===== config.mk =====
export PLATFORM = sky130hd
export DESIGN_NAME = spi_ctrl
export DESIGN_NICKNAME = d
export VERILOG_FILES = /design/src/sv/speed_profile_interpolator_macros.svh /design/src/sv/spi_pkg.sv /design/src/sv/spi_ctrl.sv
export SDC_FILE = /design/constraint.sdc
export NUM_CORES = 1
export LEC_CHECK = 0
export ABC_AREA = 1
export BUFFER_PORTS_ARGS = -buffer_cell sky130_fd_sc_hd__buf_4
export CORE_ASPECT_RATIO = 1.2
export CORE_MARGIN = 3
export CORE_UTILIZATION = 51
export DETAILED_ROUTE_END_ITERATION = 7
export GPL_TIMING_DRIVEN = 1
export PLACE_DENSITY = 0.75
export REMOVE_ABC_BUFFERS = 1
export SLEW_MARGIN = 15
export SYNTH_ARGS = -nofsm -noshare
export SYNTH_HDL_FRONTEND = slang
export SYNTH_SLANG_ARGS = --single-unit

===== constraint.sdc =====
create_clock -name clk -period 1.5 [get_ports clk]
set_input_delay 0.225 -clock clk [delete_from_list [all_inputs] [get_ports clk]]
set_output_delay 0.225 -clock clk [all_outputs]
set_load 0.1 [all_outputs]

===== src/sv/speed_profile_interpolator_macros.svh =====
// assertion macros for the speed profile interpolator
// expects clk and rst_n in the scope of use
`ifndef SPEED_PROFILE_INTERPOLATOR_MACROS_SVH
`define SPEED_PROFILE_INTERPOLATOR_MACROS_SVH
`ifndef SYNTHESIS
`define SPI_ASSERT_IMP(label, ante, cons) \
  label: assert property (@(posedge clk) disable iff (!rst_n) (ante) |-> (cons)) \
    else $error("assertion failed");
`define SPI_ASSERT_NXT(label, ante, cons) \
  label: assert property (@(posedge clk) disable iff (!rst_n) (ante) |=> (cons)) \
    else $error("assertion failed");
`else
`define SPI_ASSERT_IMP(label, ante, cons)
`define SPI_ASSERT_NXT(label, ante, cons)
`endif
`endif


===== src/sv/spi_pkg.sv =====
// shared types, codes and sizes of the speed profile interpolator
// no dependencies
`timescale 1ns / 1ps
package spi_pkg;
  localparam int MAX_POINTS = 256;
  localparam int IDX_W      = $clog2(MAX_POINTS);
  localparam int CNT_W      = $clog2(MAX_POINTS + 1);
  localparam int DIV_STEPS  = 33;
  localparam int DCNT_W     = $clog2(DIV_STEPS + 1);

  localparam logic [1:0] CMD_APPEND = 2'd0;
  localparam logic [1:0] CMD_EVAL   = 2'd1;
  localparam logic [1:0] CMD_CLEAR  = 2'd2;

  localparam logic [2:0] ST_OK    = 3'd0;
  localparam logic [2:0] ST_FEW   = 3'd1;
  localparam logic [2:0] ST_RANGE = 3'd2;
  localparam logic [2:0] ST_ORDER = 3'd3;
  localparam logic [2:0] ST_FULL  = 3'd4;

  typedef logic signed [31:0] val_t;

  typedef struct packed {
    logic [31:0] tm;
    val_t [3:0]  v;
  } entry_t;

  localparam int ENTRY_W = $bits(entry_t);

  // controller to datapath commands
  typedef struct packed {
    logic accept;
    logic rd_srch;
    logic srch_cmp;
    logic rd_a;
    logic cap_a;
    logic rd_b;
    logic cap_b;
    logic mul_lo;
    logic mul_hi;
    logic div_init;
    logic div_step;
    logic div_fin;
    logic load_out;
  } ctl_t;

  // datapath to controller status
  typedef struct packed {
    logic eval_go;
    logic search_done;
    logic lo_zero;
    logic div_last;
    logic last_val;
    logic out_free;
  } sts_t;
endpackage


===== src/sv/spi_ctrl.sv =====
// sequencing state machine of the interpolator
// depends on spi_pkg
`timescale 1ns / 1ps
module spi_ctrl (
  input  logic          clk,
  input  logic          rst_n,
  input  logic          in_valid,
  output logic          in_ready,
  input  spi_pkg::sts_t sts,
  output spi_pkg::ctl_t ctl
);
  import spi_pkg::*;

  typedef enum logic [11:0] {
    S_IDLE  = 12'b000000000001,
    S_SRCH  = 12'b000000000010,
    S_SRWT  = 12'b000000000100,
    S_RDA   = 12'b000000001000,
    S_RDAW  = 12'b000000010000,
    S_RDBW  = 12'b000000100000,
    S_MUL1  = 12'b000001000000,
    S_MUL2  = 12'b000010000000,
    S_DINIT = 12'b000100000000,
    S_DIV   = 12'b001000000000,
    S_DFIN  = 12'b010000000000,
    S_OUT   = 12'b100000000000
  } state_t;

  state_t state_r, state_nxt;

  assign in_ready = (state_r == S_IDLE);

  // next state and commands
  always_comb begin
    state_nxt = state_r;
    ctl       = '0;
    case (state_r)
      S_IDLE: begin
        if (in_valid) begin
          ctl.accept = 1'b1;
          state_nxt  = sts.eval_go ? S_SRCH : S_OUT;
        end
      end
      S_SRCH: begin
        if (sts.search_done) begin
          state_nxt = S_RDA;
        end else begin
          ctl.rd_srch = 1'b1;
          state_nxt   = S_SRWT;
        end
      end
      S_SRWT: begin
        ctl.srch_cmp = 1'b1;
        state_nxt    = S_SRCH;
      end
      S_RDA: begin
        ctl.rd_a  = 1'b1;
        state_nxt = S_RDAW;
      end
      S_RDAW: begin
        ctl.cap_a = 1'b1;
        if (sts.lo_zero) begin
          state_nxt = S_OUT;
        end else begin
          ctl.rd_b  = 1'b1;
          state_nxt = S_RDBW;
        end
      end
      S_RDBW: begin
        ctl.cap_b = 1'b1;
        state_nxt = S_MUL1;
      end
      S_MUL1: begin
        ctl.mul_lo = 1'b1;
        state_nxt  = S_MUL2;
      end
      S_MUL2: begin
        ctl.mul_hi = 1'b1;
        state_nxt  = S_DINIT;
      end
      S_DINIT: begin
        ctl.div_init = 1'b1;
        state_nxt    = S_DIV;
      end
      S_DIV: begin
        ctl.div_step = 1'b1;
        if (sts.div_last) begin
          state_nxt = S_DFIN;
        end
      end
      S_DFIN: begin
        ctl.div_fin = 1'b1;
        state_nxt   = sts.last_val ? S_OUT : S_MUL1;
      end
      S_OUT: begin
        if (sts.out_free) begin
          ctl.load_out = 1'b1;
          state_nxt    = S_IDLE;
        end
      end
      default: begin
        state_nxt = S_IDLE;
      end
    endcase
  end

  always_ff @(posedge clk) begin
    if (!rst_n) begin
      state_r <= S_IDLE;
    end else begin
      state_r <= state_nxt;
    end
  end
endmodule


Word-level counts from Yosys, hierarchy flattened
Cells that the tools add are included.
Storage, ports and cells
  memory bits (writable): 0
  output and inout port bits: 14
  latch bits: 0
  register bits after elaboration: 12
  bits of input ports: 9
  memories kept: 0
  word-level logic and storage cells: 41
  ROM bits: 0
Cells by class
  add/sub/neg operators: 0
  $mul: 0
  bitwise operators: 0
  order comparisons: 0
  eq/ne operators: 15
  reduce and logical (&&, ||, !) cells: 1
  div/mod/pow operators: 0
  mux-type cells: 24
  shift-type cells: 0
Operator list (count)
  $pmux 12 s12: 1
  $mux 12: 6
  $mux 1: 15
  $eq 12x1->1 const B: 1
  $eq 12x10->1 const B: 1
  $eq 12x11->1 const B: 1
  $eq 12x12->1 const B: 1
  $eq 12x2->1 const B: 1
  $eq 12x3->1 const B: 1
  $eq 12x4->1 const B: 1
  $eq 12x5->1 const B: 1
  $eq 12x6->1 const B: 1
  $eq 12x7->1 const B: 1
  $eq 12x8->1 const B: 1
  $eq 12x9->1 const B: 1
  $ne 2x2->1 const B: 3
  $mux 4: 1
  $reduce_and 3->1: 1
  $mux 2: 1

Longest topological paths before layout
Gate-level depths: netlist of the first run.
  depth in word-level cells: 3
  gate-level depth with buffers: 8
  mapped depth without buffers: 8

Least setup slack after synthesis of the first run
No wires, ideal clock.
  path kind: register -> output
  start: register state_r[8]
  end: output ctl[7] (netlist bit)
  required time: 1.275 ns
  arrival: 2.053 ns
  stages on the path, launching flop included: 6
  slack: -0.778 ns
  path through: dfxtp_1 nor2_4 nand2_4 nor2_4 nand2_1 nor2_1
RTL lines
  start: declaration: RTL line spi_ctrl.sv:29  | state_t state_r, state_nxt;
  start signal: assignment: RTL line spi_ctrl.sv:111  | state_r <= state_nxt;
  end: declaration: RTL line spi_ctrl.sv:10  | output spi_pkg::ctl_t ctl

==> impl_metrics.ini, run 1 <==
[status]
outcome = finished, violations left
violations = negative setup slack

[synth]
ys_seq_elements = 12
synth_area_sq_um = 905
yosys.area_share.simple = 0.571
synth_cell_types = 21
synth.area.mux_share = 0
synth_top_family_by_area = simple AND/OR/NAND/NOR gates
synth-compound-area-share = 0.0387
syn_avg_cell_area_sq_um = 6.91
synth-xor-area-share = 0
syn_inst = 131
synthAdderAreaFrac = 0
yosys_warnings = 0
ys_seq_area_frac = 0.266

[critical_path]
critical_path_required_ns = 1.27
endpoint_kind = output port
cp_slowest_stage_delay_ns = 0.36
worstReg2RegEnd = state_r[11]$_SDFFE_PN0P_
cp_cell_sequence = nor2_2 -> nand2_4 -> nor2_4 -> nand2_1 -> inv_2 -> buf_12
timing.rr.start = state_r[4]$_SDFFE_PN0P_
crit_slowest_cell = dfxtp_2
criticalPathCategory = flip-flop to output port
r2r_cells = 10
cp-start-kind = flip-flop
critical_path_arrival_ns = 1.51
regToRegSetupSlack_ns = -0.04
critPathMaxFanout = 5

[power_and_ir_drop]
p_leak_nw = 0.784
power_frac_comb = 0.599
p_per_area_mw_per_mm2 = 1090
max-vdd-ir-drop_v = 0.00154
seqPwrFrac = 0.224
p_int_mw = 0.855
pwr-share-clk = 0.178
p_sw_mw = 0.804
switching_share = 0.485

[placed_design]
dp_cells = 178
io_buffers = 22
placed_cell_area_sq_mm = 0.00114
hpwl_mm = 1.73
place.gp.congestion = 0.905

[timing]
post-route-period-util = 1.16
period_minus_slack_ns = 1.74
tightest_slew_ns = 0.364
slew_violations = 0
hold_viol = 0
relSlewSlack = 0.756
setup_viol = 16
fin_ws_ns = -0.240
fin_skew_ns = 0.00511
max_freq_ghz = 0.575
rsz0062_at_grt = yes
fin_setup_tns_ns = -2.83

[layout]
largest-register = state_r
top_regs = state_r x12
antenna_cells = 0
num-nets-final = 179
stdcell_area_sq_mm = 0.00153
largest_reg_flops = 12
area_growth_syn_to_layout_pct = 68.6
drive_above_1_share = 0.586
instances_no_fill = 187

[floorplan]
ioPinCount = 23
dieArea_sq_mm = 0.00232
dieHeight_um = 52.1
core_sq_mm = 0.00166
start_util = 0.544
rows = 16
dieWidth_um = 44.4

[global_route]
grt_usage = 0.265
grt_pass1_wl_mm = 4.46
antenna_found_initial = 0
grt_max_degree = 10
overflow = 0
grt_pass1_vias = 1015

[detailed_routing]
drc = 0
vias = 1065
drt_iter0_markers = 43
avgRoutedWirePerCell_um = 17.2
via_per_inst = 5.70
drtPass1Iterations = 5
ant_nets = 0
routed_wl_mm = 3.22

[clock_network]
clock-sinks = 12
clk_latency_ns = 0.30
clk_pin_slew_worst_paths_ns = 0.10
h-tree-depth = 1
cts_tree = done
clockBufferDepth = 2
numCtsBuffers = 3
root_buffer = clkbuf_4

[worst_hold_path]
min-delay-start = sts[3]
hold_class = input port to flip-flop
min_to = state_r[5]$_SDFFE_PN0P_
min_path_cells = 2

[flow_run]
drv_cap = 0
==> cell usage in the layout, fill, tap and decap left out, types with 2 or more instances in the layout <==
cell      count
nand2_1      23
buf_4        20
inv_1        17
buf_12       14
nor2_4       11
nor2_1       11
inv_2        10
nand2_4       9
dfxtp_2       8
nor2_2        6
nand3_1       6
nor3_1        5
nand2_2       3
nand3_4       3
clkbuf_4      3
nor2_8        2
inv_4         2
nor3b_2       2
o21ai_0       2
dfxtp_1       2
dfxtp_4       2
==> cells by family after synthesis <==
logic type | after synthesis
AO/OA/AOI/OAI | 5
buffers and inverters | 30
flip-flops | 12
AND/OR/NAND/NOR | 84
==> worst max path at each step <==
stage                                  startpoint  endpoint  slack [ns]  depth (start not counted)
after detailed placement  state_r[0]$_SDFFE_PN1P_    ctl[7]       0.007                          6
after floorplan           state_r[8]$_SDFFE_PN0P_    ctl[7]       -0.78                          5
after global routing      state_r[2]$_SDFFE_PN0P_    ctl[6]       -0.29                          6
after CTS                 state_r[3]$_SDFFE_PN0P_    ctl[7]       -0.19                          6
final                     state_r[0]$_SDFFE_PN1P_    ctl[6]       -0.24                          6
after global placement    state_r[4]$_SDFFE_PN0P_   ctl[11]        0.07                          6
==> critical path: cells and delay by family, from the launching register on <==
kind                   cells  cell delay, ns
and+or+nand+nor            4            0.56
DFF                        1            0.36
buffers and inverters      2            0.27
==> layer usage <==
| metal | up-vias | wire (um) | global-route usage |
|---|---|---|---|
| met5 | - | 0 | 0 |
| li1 | 472 | - | - |
| met2 | 70 | 1810 | 0.517 |
| met3 | 20 | 238 | 0.0208 |
| met4 | 0 | 106 | 0.121 |
| met1 | 503 | 1060 | 0.275 |
==> area by class of cell <==
class / count / area (sq um)
fill: 65 / 136
clock buffer: 4 / 36.3
tap: 18 / 22.5
multi-input combinational: 89 / 661
sequential: 12 / 258
timing repair buffer: 34 / 430
inverter: 30 / 118
==> power groups by stage <==
stage / clock (mW) / combinational (mW) / sequential, mW
finish: 0.294 / 0.993 / 0.371
global route: 0.289 / 1.05 / 0.374
CTS: 0.273 / 0.915 / 0.369
detailed placement: 0 / 0.772 / 0.369
global placement: 0 / 0.758 / 0.367
floorplan: 0 / 0.571 / 0.365
==> Yosys cell counts (all sizes together) <==
master,n,area [sq um]
nand3,9,82.6
nand2,35,161
inv,29,109
o21ai,3,15.0
clkinv,1,3.75
o21a,1,7.51
dfxtp,12,240
nand3b,1,20.0
nor3b,3,32.5
a211oi,1,12.5
nor2,30,190
nor3,6,30.0
==> timing repair <==
action / CTS / global route
endpoints found under the setup margin: 14 / 16
setup buffers: 2 / 3
gates resized for setup: 67 / 26
endpoints found under the hold margin: 0 / 0
hold buffers: 0 / 0
pin swaps: 11 / 14
==> through the flow <==
step                      power, mW   util  worst slack (ns)  hold slack (ns)
after floorplan               0.936      -            -0.778            0.304
after global placement         1.12  0.689            0.0652            0.413
after detailed placement       1.14  0.689           0.00733            0.411
after CTS                      1.56  0.861            -0.188            0.120
after global routing           1.71  0.918            -0.287            0.131
final                          1.66  0.918            -0.240            0.121
Power figures use the tool's default switching activity.
==> inputs of run 2 (changes only) <==
--- a/config.mk
+++ b/config.mk
@@ -5,14 +5,13 @@
 export SDC_FILE = /design/constraint.sdc
 export NUM_CORES = 1
 export LEC_CHECK = 0
-export ABC_AREA = 1
+export ABC_AREA = 0
 export BUFFER_PORTS_ARGS = -buffer_cell sky130_fd_sc_hd__buf_4
-export CORE_ASPECT_RATIO = 1.2
 export CORE_MARGIN = 3
 export CORE_UTILIZATION = 51
 export DETAILED_ROUTE_END_ITERATION = 7
 export GPL_TIMING_DRIVEN = 1
-export PLACE_DENSITY = 0.75
+export PLACE_DENSITY = 0.76
 export REMOVE_ABC_BUFFERS = 1
 export SLEW_MARGIN = 15
 export SYNTH_ARGS = -nofsm -noshare
==> impl_metrics.ini, run 2 <==
[synth]
syn_inst = 97
synth-main-ff-cell = dfxtp_1
ys_seq_area_frac = 0.279
synth_area_sq_um = 862
synth_common_cells = dfxtp_1, nor2_1, nand2_1, nor3_1
synth_top_area_frac = 0.279
synth_area_leader_cell = dfxtp_1
synth_enable_flop_cells = 0
synth_cell_types = 45
async_reset_ff_frac = 0
yosys_warnings = 0
syn_avg_cell_area_sq_um = 8.89
synthTopCellsByArea = dfxtp_1, nor4_4, and4_1
yosysMostFrequentCell = dfxtp_1
ys_seq_elements = 12

[placed_design]
hpwl_mm = 2.15
placed_cell_area_sq_mm = 0.00126
io_buffers = 22
place.gp.congestion = 0.878

[floorplan]
start_util = 0.559
rows = 14
ioPinCount = 23
dieHeight_um = 47.1
dieWidth_um = 47.1

[clock_network]
hold_buffers = 0
root_buffer = clkbuf_4
clock-sinks = 12
h-tree-depth = 1
numCtsBuffers = 3
cts_resized = 61
cts_setup_buffers = 2
clockBufferDepth = 2

[status]
first-error = [ERROR DPL-0038] Utilization greater than 100%, impossible to legalize
haltStage = clock tree synthesis (4_1_cts)
outcome = did not finish
-- run 2: cell count changes after synthesis, sizes merged, moves of 3 or more --
| cell | before | now |
|---|---|---|
| inv | 29 | 4 |
| nand2 | 35 | 5 |
| nor2 | 30 | 7 |
| and3 | 0 | 5 |
| nor4 | 0 | 6 |
| a21oi | 0 | 3 |
| and4 | 0 | 4 |
| or4 | 0 | 5 |
| nand3 | 9 | 3 |
-- run 2: per-stage QoR --
stage | worst slack (ns) | instances | utilization
3_5_place_dp | -0.402 | 162 | 0.815
3_3_place_gp | -0.359 | 162 | 0.815
2_1_floorplan | -2.91 | 93 | -
-- run 2: cell families after synthesis --
kind of cell	Yosys count	synth area share
simple gates	62	0.531
compound gates	13	0.122
flops	12	0.279
buf+inv	8	0.0450
xor+xnor	1	0.0102
fa+ha+maj	1	0.0131
==> inputs of run 3 (changes only) <==
--- a/config.mk
+++ b/config.mk
@@ -7,11 +7,11 @@
 export LEC_CHECK = 0
 export ABC_AREA = 0
 export BUFFER_PORTS_ARGS = -buffer_cell sky130_fd_sc_hd__buf_4
-export CORE_MARGIN = 3
-export CORE_UTILIZATION = 51
+export CORE_AREA = 3 3 64 66
 export DETAILED_ROUTE_END_ITERATION = 7
+export DIE_AREA = 0 0 67 69
 export GPL_TIMING_DRIVEN = 1
-export PLACE_DENSITY = 0.76
+export PLACE_DENSITY_LB_ADDON = 0.15
 export REMOVE_ABC_BUFFERS = 1
 export SLEW_MARGIN = 15
 export SYNTH_ARGS = -nofsm -noshare
==> impl_metrics.ini, run 3 <==
[status]
outcome = finished, violations left
violations = negative setup slack

[synth]
synth_cell_types = 45
synthTopCellsByArea = dfxtp_1, nor4_4, and4_1
synth_top_area_frac = 0.279
ys_seq_area_frac = 0.279
synth_enable_flop_cells = 0
synth_area_sq_um = 862
yosys_warnings = 0
synth-main-ff-cell = dfxtp_1
synthAdderAreaFrac = 0.0131
yosys.area_share.simple = 0.531
yosysMostFrequentCell = dfxtp_1
synth.area.mux_share = 0
synth_area_leader_cell = dfxtp_1
ys_seq_elements = 12
synth_common_cells = dfxtp_1, nor2_1, nand2_1, nor3_1
synth-xor-area-share = 0.0102
syn_inst = 97
async_reset_ff_frac = 0
syn_avg_cell_area_sq_um = 8.89
synth_top_family_by_area = simple AND/OR/NAND/NOR gates
synth-compound-area-share = 0.122

[detailed_routing]
routed_wl_mm = 3.12
ant_nets = 0
drc = 0
drtPass1Iterations = 4
vias = 1037
via_per_inst = 4.94
avgRoutedWirePerCell_um = 14.9
drt_iter0_markers = 42

[layout]
area_growth_syn_to_layout_pct = 110
layout_common_cells = buf_4, buf_12, buf_6
stdcell_area_sq_mm = 0.00181
drive_above_1_share = 0.716
top_regs = state_r x12
final_common_cell = buf_4
nFillCells = 356
instances_no_fill = 210
utilization = 0.498
antenna_cells = 0
largest-register = state_r
largest_reg_flops = 12
num-nets-final = 173

[clock_network]
root_buffer = clkbuf_8
numCtsBuffers = 3
clockBufferDepth = 2
clk_pin_slew_worst_paths_ns = 0.05
cts_tree = done
clock-sinks = 12
hold_buffers = 0
h-tree-depth = 1
clk_latency_ns = 0.24

[power_and_ir_drop]
power_mw = 1.22
switching_share = 0.357
p_sw_mw = 0.437
p_per_area_mw_per_mm2 = 675
max-vdd-ir-drop_v = 0.000210
p_int_mw = 0.786
p_leak_nw = 0.753
power_frac_comb = 0.472
seqPwrFrac = 0.282
pwr-share-clk = 0.245

[timing]
rsz0062_at_grt = yes
fin_setup_tns_ns = -10.88
fin_skew_ns = 0.00222
finalHoldWorstSlack_ns = 0.151
slew_violations = 0
fin_ws_ns = -0.563
tightest_slew_ns = 0.409
max_freq_ghz = 0.485
post-route-period-util = 1.38
period_minus_slack_ns = 2.06
relSlewSlack = 0.724
setup_viol = 26
hold_viol = 0

[placed_design]
post-place-ws_ns = -0.393
hpwl_mm = 2.23
dp_cells = 195
io_buffers = 22
place.gp.congestion = 0.889
placed_cell_area_sq_mm = 0.00130

[critical_path]
cp_slowest_stage_delay_ns = 0.54
critical_path_required_ns = 1.27
crit_slowest_cell = or4_4
endpoint_kind = output port
cp_cell_sequence = or4_4 -> or3_4 -> nor2_4 -> buf_12
crit_cells = 4
regToRegSetupSlack_ns = -0.44
crit_start = state_r[4]$_SDFFE_PN0P_
worstReg2RegEnd = state_r[2]$_SDFFE_PN0P_
worstSetupEndpoint = ctl[11]
timing.rr.start = state_r[3]$_SDFFE_PN0P_
r2r_cells = 6
cp_top_family = simple AND/OR/NAND/NOR gates
critical_path_arrival_ns = 1.84
critPathMaxFanout = 3
criticalPathCategory = flip-flop to output port
cp-start-kind = flip-flop
crit_buf_inv = 1

[global_route]
overflow = 0
grt_pass1_wl_mm = 4.99
antenna_found_initial = 0
grt_usage = 0.139
grt_pass1_vias = 1018
grt_max_degree = 9

[floorplan]
dieWidth_um = 67
start_util = 0.237
rows = 22
ioPinCount = 23
dieHeight_um = 69
dieArea_sq_mm = 0.00462
core_sq_mm = 0.00363

[worst_hold_path]
hold_class = input port to flip-flop
min-delay-start = sts[3]

[flow_run]
drv_cap = 0
==> run 3: cell counts after synthesis <==
Identical to the previous run, type by type.
==> run 3: final cells by class <==
type,instances,area (sq um),area share
Tap cell,48,60.1,0.0332
Multi-Input combinational cell,77,768,0.424
Sequential cell,12,255,0.141
Timing Repair Buffer,66,671,0.370
Inverter,4,15.0,0.00829
Clock buffer,3,41.3,0.0228
==> run 3: metal layers <==
metal  track usage  share of wire  vias up  routed length (um)
met1         0.183           0.46      499                1430
met5             0              0        -                   0
met4        0.0270         0.0032        0                  10
met3        0.0342          0.027        2                  84
met2         0.226           0.51       12                1590
li1              -              -      524                   -
==> run 3: power groups by stage <==
stage               sequential [mW]  combinational (mW)  clock [mW]
floorplan                     0.355               0.238           0
global placement              0.352               0.407           0
detailed placement            0.354               0.407           0
CTS                           0.347               0.468       0.309
global route                  0.348               0.611       0.323
finish                        0.345               0.577       0.300
==> run 3: cells by family (layout without fill, tap and decap cells) <==
| kind of cell | count (synthesis) | count (layout) |
|---|---|---|
| AO/OA/AOI/OAI | 13 | 13 |
| XOR/XNOR | 1 | 1 |
| adder cells (fa/ha/maj) | 1 | 1 |
| buffers and inverters | 8 | 73 |
| flip-flops | 12 | 12 |
| AND/OR/NAND/NOR | 62 | 62 |
==> run 3: how the worst min path moves through the flow <==
stage | slack [ns] | endpoint | depth (start not counted)
after global routing | 0.15 | state_r[5]$_SDFFE_PN0P_ | 2
after detailed placement | 0.42 | state_r[5]$_SDFFE_PN0P_ | 2
after CTS | 0.16 | state_r[5]$_SDFFE_PN0P_ | 2
final | 0.15 | state_r[5]$_SDFFE_PN0P_ | 2
after floorplan | 0.30 | state_r[2]$_SDFFE_PN0P_ | 1
after global placement | 0.41 | state_r[5]$_SDFFE_PN0P_ | 2
==> run 3: what timing repair did <==
item,in CTS,in global routing
endpoints found under the setup margin,26,26
buffers inserted,6,7
gates resized for setup,60,30
pin swaps,15,11
==> inputs of run 4 (changes only) <==
--- a/config.mk
+++ b/config.mk
@@ -8,6 +8,7 @@
 export ABC_AREA = 0
 export BUFFER_PORTS_ARGS = -buffer_cell sky130_fd_sc_hd__buf_4
 export CORE_AREA = 3 3 64 66
+export CTS_BUF_LIST = sky130_fd_sc_hd__clkbuf_4
 export DETAILED_ROUTE_END_ITERATION = 7
 export DIE_AREA = 0 0 67 69
 export GPL_TIMING_DRIVEN = 1
==> impl_metrics.ini, run 4 (synthesis gave the netlist of run 3 again) <==
[status]
outcome = finished, violations left
violations = negative setup slack

[global_route]
antenna_found_initial = 0
grt_pass1_wl_mm = 4.98
grt_pass1_vias = 1030
overflow = 0
grt_max_degree = 9
grt_usage = 0.138

[timing]
fin_ws_ns = -0.612
hold_viol = 0
setup_viol = 26
tightest_slew_ns = 0.312
rsz0062_at_grt = yes
slew_violations = 0
period_minus_slack_ns = 2.11
relSlewSlack = 0.790
fin_skew_ns = 0.000602
post-route-period-util = 1.41
max_freq_ghz = 0.473
fin_setup_tns_ns = -10.70
finalHoldWorstSlack_ns = 0.114

[detailed_routing]
ant_nets = 0
drt_iter0_markers = 28
vias = 1029
avgRoutedWirePerCell_um = 14.9
routed_wl_mm = 3.10
via_per_inst = 4.95
drtPass1Iterations = 4
drc = 0

[clock_network]
clockBufferDepth = 2
clk_latency_ns = 0.28
clk_pin_slew_worst_paths_ns = 0.08
root_buffer = clkbuf_4
cts_tree = done
h-tree-depth = 1
numCtsBuffers = 3
clock-sinks = 12
hold_buffers = 0

[power_and_ir_drop]
p_sw_mw = 0.425
power_frac_comb = 0.503
max-vdd-ir-drop_v = 0.000208
p_int_mw = 0.687
switching_share = 0.382
seqPwrFrac = 0.309
p_per_area_mw_per_mm2 = 628
pwr-share-clk = 0.188
p_leak_nw = 0.742

[critical_path]
cp-start-kind = flip-flop
critical_path_required_ns = 1.27
criticalPathCategory = flip-flop to output port
endpoint_kind = output port
timing.rr.start = state_r[8]$_SDFFE_PN0P_
crit_start = state_r[8]$_SDFFE_PN0P_
r2r_cells = 5
worstReg2RegEnd = state_r[6]$_SDFFE_PN0P_
critical_path_arrival_ns = 1.89
regToRegSetupSlack_ns = -0.36
critPathMaxFanout = 3
worstSetupEndpoint = ctl[11]

[layout]
drive_above_1_share = 0.700
area_growth_syn_to_layout_pct = 106
top_regs = state_r x12
final_common_cell = buf_4
largest-register = state_r
multi_input_area_sq_um = 763
layout_common_cells = buf_4, buf_12, buf_6
num-nets-final = 171
antenna_cells = 0
nFillCells = 351
seqCellArea_sq_um = 255
largest_reg_flops = 12

[floorplan]
dieArea_sq_mm = 0.00462
dieHeight_um = 69
rows = 22
dieWidth_um = 67
core_sq_mm = 0.00363
start_util = 0.237
ioPinCount = 23

[placed_design]
hpwl_mm = 2.23
place.gp.congestion = 0.889
io_buffers = 22

[flow_run]
drv_cap = 0

[worst_hold_path]
hold_class = input port to flip-flop
[run 4: changes by cell type in the layout (fill, tap and decap cells not counted), moves of 2 or more]
cell	previous run	this run
buf_4	45	43
clkbuf_4	0	3
clkbuf_8	3	0
nor3_2	3	1
nor3_1	1	3
[run 4: metal layers]
layer  track usage  vias up  part of all wire
li1              -      521                 -
met1         0.174      492              0.45
met2         0.233       14              0.52
met3        0.0342        2             0.031
met4        0.0270        0            0.0032
met5             0        -                 0
[run 4: layout make-up]
type | instances | area share
Clock buffer | 3 | 0.0127
Multi-Input combinational cell | 77 | 0.431
Sequential cell | 12 | 0.144
Timing Repair Buffer | 64 | 0.370
Tap cell | 48 | 0.0339
Inverter | 4 | 0.00847
[run 4: per-stage QoR]
| step | instances | cell area [sq um] | setup slack, ns | util | total power [mW] |
|---|---|---|---|---|---|
| after global routing | 208 | 1770 | -0.667 | 0.488 | 1.17 |
| final | 208 | 1770 | -0.612 | 0.488 | 1.11 |
| after global placement | 195 | 1300 | -0.375 | 0.359 | 0.759 |
| after detailed placement | 195 | 1300 | -0.393 | 0.359 | 0.761 |
| after floorplan | 93 | 838 | -2.91 | - | 0.593 |
| after CTS | 203 | 1610 | -0.618 | 0.443 | 1.03 |
[run 4: repair_timing]
action                                  4_1_cts  5_1_grt
pin swaps                                    17        9
endpoints found under the setup margin       26       26
resized for setup                            60       28
buffers inserted                              5        7
[run 4: power by group through the flow]
stage | combinational (mW) | sequential, mW | clock, mW
after global routing | 0.591 | 0.347 | 0.229
after CTS | 0.463 | 0.347 | 0.216
after detailed placement | 0.407 | 0.354 | 0
after global placement | 0.407 | 0.352 | 0
final | 0.559 | 0.344 | 0.209
after floorplan | 0.238 | 0.355 | 0
[run 4: critical path: stages (launching register included)]
cell and delay [ns]:
dfxtp_1 0.32, or4_4 0.56, or3_4 0.42, nor2_4 0.13, buf_12 0.18
[run 4: worst min path at each step]
stage | from | to | slack, ns | depth (start not counted)
floorplan | sts[4] | state_r[2]$_SDFFE_PN0P_ | 0.30 | 1
global placement | sts[3] | state_r[5]$_SDFFE_PN0P_ | 0.41 | 2
detailed placement | sts[3] | state_r[5]$_SDFFE_PN0P_ | 0.42 | 2
CTS | sts[3] | state_r[5]$_SDFFE_PN0P_ | 0.12 | 2
global route | sts[3] | state_r[5]$_SDFFE_PN0P_ | 0.11 | 2
finish | sts[3] | state_r[5]$_SDFFE_PN0P_ | 0.11 | 2
